<file path="config.mk">
export PLATFORM = sky130hd
export DESIGN_NAME = tmlp_step_calc
export DESIGN_NICKNAME = d
export VERILOG_FILES = /design/src/hdl/tmlp_pkg.sv /design/src/hdl/tmlp_step_calc.sv
export SDC_FILE = /design/constraint.sdc
export NUM_CORES = 1
export LEC_CHECK = 0
export BUFFER_PORTS_ARGS = -buffer_cell sky130_fd_sc_hd__buf_4
export CORE_MARGIN = 1.5
export CORE_UTILIZATION = 45
export CTS_CLUSTER_SIZE = 20
export DETAILED_ROUTE_END_ITERATION = 16
export PLACE_DENSITY = 0.69
export SETUP_SLACK_MARGIN = 0.15
export SLEW_MARGIN = 20
export SYNTH_ARGS = -nofsm -noshare
export SYNTH_HDL_FRONTEND = slang
export SYNTH_SLANG_ARGS = --single-unit
</file>
<file path="constraint.sdc">
create_clock -name clock -period 8.8 [get_ports clock]
set_clock_uncertainty 0.05 [all_clocks]
set_input_delay 1.76 -clock clock [delete_from_list [all_inputs] [get_ports clock]]
set_output_delay 1.76 -clock clock [all_outputs]
set_load 0.01 [all_outputs]
</file>
<file path="src/hdl/tmlp_pkg.sv">
`timescale 1ns / 1ps
// ----------------------------------------------------------------------------
// Tile map lattice line plotter package
// Shared widths, command codes and the step descriptor passed from the
// step calculator to the plotter.
// ----------------------------------------------------------------------------
package tmlp_pkg;

   localparam int COORD_W        = 6;
   localparam int DEF_MAP_WIDTH  = 64;
   localparam int DEF_MAP_HEIGHT = 64;

   // Command codes on req_func.
   localparam logic [1:0] FUNC_SET   = 2'd0;
   localparam logic [1:0] FUNC_CLEAR = 2'd1;
   localparam logic [1:0] FUNC_WALL  = 2'd2;

   // Result of the step calculation for one wall.
   typedef struct packed {
      logic [COORD_W-1:0] gcd;
      logic [COORD_W-1:0] step_x;
      logic [COORD_W-1:0] step_y;
   } tmlp_step_type;

endpackage

</file>
<file path="src/hdl/tmlp_step_calc.sv">
`timescale 1ns / 1ps
// ----------------------------------------------------------------------------
// Tile map lattice line plotter step calculator
// Computes g = gcd(|dx|,|dy|) and the step magnitudes |dx|/g and |dy|/g with
// one shared subtractor under a small sequencer.
// ----------------------------------------------------------------------------
module tmlp_step_calc (
   input  logic                          clock,
   input  logic                          reset,
   input  logic                          start,
   input  logic [tmlp_pkg::COORD_W-1:0]  dx_mag,
   input  logic [tmlp_pkg::COORD_W-1:0]  dy_mag,
   output logic                          done,
   output tmlp_pkg::tmlp_step_type       step
);
   import tmlp_pkg::*;

   localparam int SH_W  = $clog2(COORD_W);
   localparam int CNT_W = $clog2(COORD_W);

   typedef enum logic [1:0] {S_IDLE, S_GCD, S_DIVX, S_DIVY} state_type;

   state_type            state_ff, state_in;
   logic [COORD_W-1:0]   a_ff, a_in;
   logic [COORD_W-1:0]   b_ff, b_in;
   logic [SH_W-1:0]      shift_ff, shift_in;
   logic [COORD_W-1:0]   gcd_ff, gcd_in;
   logic [COORD_W-1:0]   dxm_ff, dxm_in;
   logic [COORD_W-1:0]   dym_ff, dym_in;
   logic [COORD_W-1:0]   rem_ff, rem_in;
   logic [COORD_W-1:0]   num_ff, num_in;
   logic [COORD_W-1:0]   quo_ff, quo_in;
   logic [CNT_W-1:0]     cnt_ff, cnt_in;
   logic [COORD_W-1:0]   stx_ff, stx_in;
   logic [COORD_W-1:0]   sty_ff, sty_in;
   logic                 done_ff, done_in;

   // The shared subtractor, used by both the gcd and the division steps.
   logic [COORD_W:0]     op_a;
   logic [COORD_W:0]     op_b;
   logic [COORD_W+1:0]   diff;
   logic                 ge;
   logic [COORD_W-1:0]   quo_next;
   logic [COORD_W-1:0]   rem_next;

   always_comb begin
      if (state_ff == S_GCD) begin
         op_a = {1'b0, a_ff};
         op_b = {1'b0, b_ff};
      end else begin
         op_a = {rem_ff, num_ff[COORD_W-1]};
         op_b = {1'b0, gcd_ff};
      end
      diff     = {1'b0, op_a} - {1'b0, op_b};
      ge       = ~diff[COORD_W+1];
      quo_next = {quo_ff[COORD_W-2:0], ge};
      rem_next = ge ? diff[COORD_W-1:0] : op_a[COORD_W-1:0];
   end

   always_comb begin
      state_in = state_ff;
      a_in     = a_ff;
      b_in     = b_ff;
      shift_in = shift_ff;
      gcd_in   = gcd_ff;
      dxm_in   = dxm_ff;
      dym_in   = dym_ff;
      rem_in   = rem_ff;
      num_in   = num_ff;
      quo_in   = quo_ff;
      cnt_in   = cnt_ff;
      stx_in   = stx_ff;
      sty_in   = sty_ff;
      done_in  = 1'b0;

      unique case (state_ff)
         S_IDLE: begin
            if (start) begin
               a_in     = dx_mag;
               b_in     = dy_mag;
               dxm_in   = dx_mag;
               dym_in   = dy_mag;
               shift_in = '0;
               state_in = S_GCD;
            end
         end
         S_GCD: begin
            // Binary gcd: halve even operands, subtract odd ones.
            priority if (a_ff == '0 || b_ff == '0) begin
               gcd_in = COORD_W'((a_ff | b_ff) << shift_ff);
               if ((a_ff | b_ff) == '0) begin
                  done_in  = 1'b1;
                  state_in = S_IDLE;
               end else begin
                  rem_in   = '0;
                  num_in   = dxm_ff;
                  quo_in   = '0;
                  cnt_in   = '0;
                  state_in = S_DIVX;
               end
            end else if (!a_ff[0] && !b_ff[0]) begin
               a_in     = a_ff >> 1;
               b_in     = b_ff >> 1;
               shift_in = shift_ff + 1'b1;
            end else if (!a_ff[0]) begin
               a_in = a_ff >> 1;
            end else if (!b_ff[0]) begin
               b_in = b_ff >> 1;
            end else if (ge) begin
               a_in = diff[COORD_W:1];
            end else begin
               a_in = b_ff;
               b_in = a_ff;
            end
         end
         S_DIVX: begin
            rem_in = rem_next;
            quo_in = quo_next;
            num_in = num_ff << 1;
            cnt_in = cnt_ff + 1'b1;
            if (cnt_ff == CNT_W'(COORD_W - 1)) begin
               stx_in   = quo_next;
               rem_in   = '0;
               num_in   = dym_ff;
               quo_in   = '0;
               cnt_in   = '0;
               state_in = S_DIVY;
            end
         end
         S_DIVY: begin
            rem_in = rem_next;
            quo_in = quo_next;
            num_in = num_ff << 1;
            cnt_in = cnt_ff + 1'b1;
            if (cnt_ff == CNT_W'(COORD_W - 1)) begin
               sty_in   = quo_next;
               done_in  = 1'b1;
               state_in = S_IDLE;
            end
         end
      endcase
   end

   always_ff @(posedge clock) begin
      if (reset) begin
         state_ff <= S_IDLE;
         done_ff  <= 1'b0;
      end else begin
         state_ff <= state_in;
         done_ff  <= done_in;
      end
      a_ff     <= a_in;
      b_ff     <= b_in;
      shift_ff <= shift_in;
      gcd_ff   <= gcd_in;
      dxm_ff   <= dxm_in;
      dym_ff   <= dym_in;
      rem_ff   <= rem_in;
      num_ff   <= num_in;
      quo_ff   <= quo_in;
      cnt_ff   <= cnt_in;
      stx_ff   <= stx_in;
      sty_ff   <= sty_in;
   end

   assign done        = done_ff;
   assign step.gcd    = gcd_ff;
   assign step.step_x = stx_ff;
   assign step.step_y = sty_ff;

endmodule

</file>
==> results of run 1 <==
[cells in the mapped netlist, drive strengths merged (3+ instances only)]
| master | number | area share |
|---|---|---|
| nand2 | 32 | 0.035 |
| nor4 | 5 | 0.0090 |
| buf | 7 | 0.012 |
| a211oi | 3 | 0.0079 |
| dfxtp | 3 | 0.017 |
| o21ai | 13 | 0.019 |
| a21oi | 21 | 0.030 |
| nor3b | 8 | 0.017 |
| nor3 | 11 | 0.016 |
| nor2 | 34 | 0.037 |
| mux2i | 20 | 0.059 |
| edfxtp | 65 | 0.56 |
| mux2 | 4 | 0.014 |
| and2 | 3 | 0.0054 |
| and3 | 5 | 0.0090 |
| inv | 10 | 0.013 |
| nand3 | 6 | 0.010 |
| ha | 8 | 0.029 |
| clkbuf | 12 | 0.013 |
| xnor2 | 9 | 0.023 |
[final cells by class]
cell class,count,area (sq um)
sequential,68,2010
inverter,10,45.0
fill,665,3400
clock inverter,4,51.3
multi-input combinational,210,1350
timing repair buffer,34,255
clock buffer,11,131
tap,99,124
[registers in the layout, summed over array words and instances, names as in the netlist, 5 cells and up, named ones only]
| name | flops |
|---|---|
| dxm_ff | 6 |
| num_ff | 6 |
| b_ff | 6 |
| stx_ff | 6 |
| dym_ff | 6 |
| a_ff | 6 |
| sty_ff | 6 |
| rem_ff | 6 |
| quo_ff | 5 |
| gcd_ff | 6 |
[critical path: stages, from the launching register on]
cell	delay (ns)
dfxtp_1	0.77
nand2b_1	0.19
buf_4	0.40
mux2i_1	0.37
ha_1	0.30
a21oi_1	0.29
o21ai_0	0.14
o211ai_1	0.31
nand3b_1	0.13
a31oi_1	0.46
[layer usage]
layer	global-route usage	vias to the layer above	share of wire
li1	-	1178	-
met1	0.266	1172	0.43
met2	0.287	90	0.48
met3	0.0505	11	0.079
met4	0.0651	0	0.014
met5	0	-	0
[metrics by stage]
stage,cell area (sq um),std cells,utilization
2_1_floorplan,3480,307,-
3_3_place_gp,3780,421,0.513
3_5_place_dp,3780,421,0.513
4_1_cts,3960,436,0.538
5_1_grt,3970,436,0.539
6_report,3970,436,0.539
[layout by cell type, fill, tap and decap left out, types with 2 or more instances in the layout]
master,instances
a211oi_1,2
a21oi_1,21
a31oi_1,2
and2_1,3
and3_1,5
buf_4,34
clkbuf_1,2
clkbuf_8,9
dfxtp_1,3
edfxtp_1,65
ha_1,8
inv_1,9
mux2_2,2
mux2i_1,19
nand2_1,32
nand3_1,5
nor2_1,34
nor3_1,11
nor3b_1,7
nor4_1,5
o211ai_1,2
o21a_1,2
o21ai_0,11
o21ai_1,2
o31ai_1,2
or3_1,2
xnor2_1,9
[cell families (layout without fill, tap and decap cells)]
kind of cell,after synthesis,in the layout,share of synthesized area
AO/OA/AOI/OAI,54,54,0.0946
XOR/XNOR,10,10,0.0252
adder cells (fa/ha/maj),10,10,0.0378
buffers and inverters,29,59,0.0381
flip-flops,68,68,0.578
multiplexers,24,24,0.0727
AND/OR/NAND/NOR,112,112,0.153
[power by group]
group          total (mW)  internal, mW  leakage (nW)  switching, mW
sequential          0.424         0.386         0.627         0.0380
clock               0.247         0.129        0.0894          0.117
combinational       0.162        0.0676         0.809         0.0940
[how the worst min path moves through the flow]
stage                                       start                  end  slack, ns  depth (start not counted)
after floorplan           quo_ff[4]$_SDFFCE_PP0P_  stx_ff[5]$_DFFE_PP_       0.37                          0
after global placement    quo_ff[4]$_SDFFCE_PP0P_  sty_ff[5]$_DFFE_PP_       0.38                          0
after detailed placement  quo_ff[4]$_SDFFCE_PP0P_  stx_ff[5]$_DFFE_PP_       0.39                          0
after CTS                 quo_ff[4]$_SDFFCE_PP0P_  stx_ff[5]$_DFFE_PP_       0.41                          0
after global routing      quo_ff[4]$_SDFFCE_PP0P_  sty_ff[5]$_DFFE_PP_       0.43                          0
final                     quo_ff[4]$_SDFFCE_PP0P_  stx_ff[5]$_DFFE_PP_       0.41                          0
==> impl_metrics.yaml, run 1 <==
timing:
  whs_ns: 0.413
  grt_setup_unrepaired: "false"
  fmax_ghz: 0.265
  tightest_slew_ns: 0.985
  max_slew_margin: 0.341
  maxSlewViolCount: 0
  final-setup-viol-count: 0
  min_period_ns: 3.77
  tns_ns: 0
  setup_ws_ns: 5.03
  hold_viol_final: 0
  fin_crit_sh: 0.428
run:
  cap_violations: 0
power:
  total_power_mw: 0.832
  p_leak_nw: 1.53
  vdd_drop_max_uv: 110
  p_per_area_nw_per_um2: 210
final_layout:
  synthToLayoutAreaGrowth_pct: 14.1
  drive_above_1_share: 0.172
  antennaDiodeCount: 0
  nets: 357
synth:
  synth_seq_area_share: 0.578
  synth.net_count: 331
  synth_edf_count: 65
  synthCells: 307
  synth_ff_type: "edfxtp_1"
  synth_area_sq_um: 3480
  synthArstFlopShare: 0
  yosys_register_bits: 68
  synth.distinct_cells: 52
  syn_avg_cell_area_sq_um: 11.3
  ys_warn_count: 0
min_path:
  hold_path_class: "reg -> reg"
worst_setup_path:
  critPathMaxFanout: 42
  worstSetupPathType: "reg -> reg"
  r2r_end: "b_ff[5]$_DFFE_PP_"
  reg2reg_depth: 9
  endpoint: "b_ff[5]$_DFFE_PP_"
  arrival_ns: 3.70
  r2r_slack_ns: 5.03
  critPathLaunchType: "register"
  endpoint_kind: "register"
  crit_required_ns: 8.73
clock_tree:
  post_cts_buffers: 0
  htree_levels: 3
  cts_tree: "built"
  clk_path_buf_depth: 2
  clock_latency_ns: 0.34
  cts_made_buffers: 9
  cts.sinks: 68
  cts_hold_buf: 0
  cts.clk_slew.worst_paths_ns: 0.07
  cts_resized: 0
  clockRootBuffer: "clkbuf_8"
die:
  ioPinCount: 34
  start_util: 0.472
  rows: 31
  fp.dieH_um: 90.9
  dieArea_sq_um: 8270
  core-area_sq_um: 7370
  die_w_um: 90.9
detailed_routing:
  ant_nets: 0
  drt-pass1-iter-count: 4
  drtIter0Drc: 122
  wl_per_cell_um: 17.3
  route.detailed.drc: 0
  vias: 2451
  vias_per_cell: 5.62
  wl_um: 7540
placement:
  io_buffers: 33
  dp_hpwl_um: 5260
  pre_cts_slack_ns: 4.89
  gp_congestion: 0.836
global_route:
  grt_pass1_wl_um: 12200
  grt_pass1_vias: 2368
  antenna_found_initial: 0
  grt_use_total: 0.191
  grt_max_degree: 43
  grt.overflow.total: 0
outcome:
  status: "complete, no violations"
(Power assumes the default switching activity.)
==> inputs of run 2 (changes only) <==
--- a/config.mk
+++ b/config.mk
@@ -5,6 +5,7 @@
 export SDC_FILE = /design/constraint.sdc
 export NUM_CORES = 1
 export LEC_CHECK = 0
+export ABC_AREA = 1
 export BUFFER_PORTS_ARGS = -buffer_cell sky130_fd_sc_hd__buf_4
 export CORE_MARGIN = 1.5
 export CORE_UTILIZATION = 45
==> constraint.sdc (replaced) <==
create_clock -name clock -period 3.95 [get_ports clock]
set_clock_uncertainty 0.05 [all_clocks]
set_input_delay 0.79 -clock clock [delete_from_list [all_inputs] [get_ports clock]]
set_output_delay 0.79 -clock clock [all_outputs]
set_load 0.01 [all_outputs]
==> run 2 against run 1 <==
  * Combinational power grew to 3.6 times the previous value
  * Register-to-register slack worse by 4.2 ns
  * First-iteration DRC count is 85% higher
  * Utilization decreased by 0.57 points
  * Via count increased by 14%
  * Clock power grew 150%
  * Count of clock-buffer cells in the layout fell by 2
  * Largest cell class unchanged
  * Highest routed layer unchanged
  * Synthesized cell count is 30% higher
  * Non-clock buffer count unchanged
  * Critical endpoint is now a_ff[3]$_DFFE_PP_
  * Final cell count grew 23%
  * Wire length is 9.3% higher
  * Largest power group unchanged
  * Die area grew 5.2%
==> impl_metrics.yaml, run 2 <==
timing:
  tightest_slew_ns: 0.902
  hold_viol_final: 0
  maxSlewViolCount: 0
  fin_crit_sh: 0.794
  min_period_ns: 3.14
  fmax_ghz: 0.319
  max_slew_margin: 0.397
  whs_ns: 0.408
  final-setup-viol-count: 0
  tns_ns: 0
  grt_setup_unrepaired: "false"
die:
  ioPinCount: 34
  die_w_um: 93.3
  core-area_sq_um: 7810
  rows: 32
  dieArea_sq_um: 8700
  fp.dieH_um: 93.3
  start_util: 0.470
global_route:
  grt_pass1_wl_um: 13300
  grt.overflow.total: 0
  gr-max-usage-layer: "met2"
  grt_max_degree: 41
  use_met2: 0.324
  grt_use_total: 0.207
  use_met3: 0.0634
  antenna_found_initial: 0
  grt_pass1_vias: 2619
  grt_use_met1: 0.268
worst_setup_path:
  endpoint: "a_ff[3]$_DFFE_PP_"
  arrival_ns: 3.21
  r2r_slack_ns: 0.81
  r2r_end: "a_ff[3]$_DFFE_PP_"
  max_stage_delay_ns: 0.76
  r2r_start: "state_ff[0]$_SDFFE_PP0P_"
  cp.buffers_inverters: 2
  endpoint_kind: "register"
  cpLargestDelayFamily: "simple AND/OR/NAND/NOR gates"
  startpoint: "state_ff[0]$_SDFFE_PP0P_"
  slowest_stage: "dfxtp_1"
  crit_required_ns: 4.02
  reg2reg_depth: 13
  crit_chain: "nand2_8 > nor2_1 > inv_1 > o21ai_0 > ha_1 > inv_1 > fa_1 > nand2_1 > nand2_1 > xnor2_1 > nand2_1 > nand3_1 > nand2_1"
  worstSetupPathType: "reg -> reg"
  critPathMaxFanout: 40
  path_depth: 13
  critPathLaunchType: "register"
  cp_common_cell: "nand2_1"
placement:
  gp_congestion: 0.922
  io_buffers: 33
  dp_hpwl_um: 5910
synth:
  synth_compound_area_frac: 0.0853
  post-synth-top-area-fraction: 0.532
  synthAdderAreaFrac: 0.0328
  netlist_top_cells_area: "edfxtp_1, nand2_1, inv_1, nor2_1, nand3_1"
  synthArstFlopShare: 0
  synth_xor_area_frac: 0.0119
  ys_warn_count: 0
  synth.most_common_cell: "nand2_1"
  synthMuxAreaShare: 0.00273
  synth_seq_area_share: 0.549
  synth_area_sq_um: 3670
  synth.distinct_cells: 41
  yosys.area.top_type: "edfxtp_1"
  yosys-top-cells-count: "nand2_1, edfxtp_1, inv_1, nor2_1, nand3_1"
  synthCells: 398
  synth_simple_gate_area_share: 0.238
  synth_edf_count: 65
  syn_avg_cell_area_sq_um: 9.21
  synth.net_count: 422
  synth_top_family_by_area: "simple AND/OR/NAND/NOR gates"
  synth_ff_type: "edfxtp_1"
  yosys_register_bits: 68
final_layout:
  drive_above_1_share: 0.165
  fillers: 704
  antennaDiodeCount: 0
  nets: 455
  mostFrequentLayoutCells: "nand2_1, edfxtp_1, inv_1"
  fin_util: 0.533
  synthToLayoutAreaGrowth_pct: 13.5
  final_common_cell: "nand2_1"
detailed_routing:
  wl_um: 8240
  vias: 2794
  drt-pass1-iter-count: 5
  route.detailed.drc: 0
  ant_nets: 0
  drtIter0Drc: 226
  vias_per_cell: 5.19
  wl_per_cell_um: 15.3
clock_tree:
  htree_levels: 3
  post_cts_buffers: 0
  cts_tree: "built"
  clock_latency_ns: 0.36
  cts_hold_buf: 0
  clk_path_buf_depth: 2
  cts_made_buffers: 9
  cts.clk_slew.worst_paths_ns: 0.08
  cts.sinks: 68
  cts_resized: 0
  clockRootBuffer: "clkbuf_8"
power:
  p_leak_nw: 1.82
  vdd_drop_max_uv: 335
  total_power_mw: 2.16
  p_per_area_nw_per_um2: 520
min_path:
  hold_path_class: "reg -> reg"
outcome:
  status: "complete, no violations"
run:
  cap_violations: 0
[run 2: cell types whose count changed in the layout (fill, tap and decap cells not counted), sizes merged, moves of 7 or more]
cell | before | now
nor3 | 11 | 2
inv | 10 | 56
mux2i | 20 | 1
nor3b | 8 | 1
nand3 | 6 | 27
nor2 | 34 | 45
nand2 | 32 | 123
[run 2: where the power goes]
| group | internal [mW] | switching (mW) | total, mW |
|---|---|---|---|
| logic | 0.193 | 0.387 | 0.580 |
| clock network | 0.301 | 0.309 | 0.610 |
| registers | 0.890 | 0.0810 | 0.971 |
| total | 1.38 | 0.777 | 2.16 |
[run 2: cell type report]
type                            instances  area, sq um  area share
Clock buffer                            9          124      0.0298
Clock inverter                          7         81.3      0.0195
Inverter                               52          203      0.0487
Multi-Input combinational cell        266         1360       0.326
Sequential cell                        68         2010       0.484
Tap cell                              102          128      0.0307
Timing Repair Buffer                   34          255      0.0614
[run 2: worst min path at each step]
stage	slack [ns]	to	start	cells past startpoint
final	0.41	sty_ff[5]$_DFFE_PP_	quo_ff[4]$_SDFFCE_PP0P_	0
after global routing	0.45	sty_ff[5]$_DFFE_PP_	quo_ff[4]$_SDFFCE_PP0P_	0
after CTS	0.41	sty_ff[5]$_DFFE_PP_	quo_ff[4]$_SDFFCE_PP0P_	0
after detailed placement	0.39	sty_ff[5]$_DFFE_PP_	quo_ff[4]$_SDFFCE_PP0P_	0
after global placement	0.38	stx_ff[5]$_DFFE_PP_	quo_ff[4]$_SDFFCE_PP0P_	0
after floorplan	0.37	stx_ff[5]$_DFFE_PP_	quo_ff[4]$_SDFFCE_PP0P_	0
[run 2: metal layers]
metal,wire [um],vias to the layer above
met5,0,-
met4,165,0
met3,688,16
met2,3720,109
met1,3660,1283
li1,-,1386
[run 2: per-stage QoR]
stage          worst slack [ns]  instances  instance area (sq um)
2_1_floorplan              1.16        398                   3670
6_report                  0.813        538                   4160
3_3_place_gp              0.996        522                   3960
3_5_place_dp              0.857        522                   3960
4_1_cts                   0.838        538                   4160
5_1_grt                   0.581        538                   4160
[run 2: logic make-up after synthesis]
group,count (synthesis)
AOI/OAI and AO/OA,51
xor gates and xnor gates,5
adders and majority gates,9
buffers and inverters,64
DFF,68
muxes,1
and+or+nand+nor,200
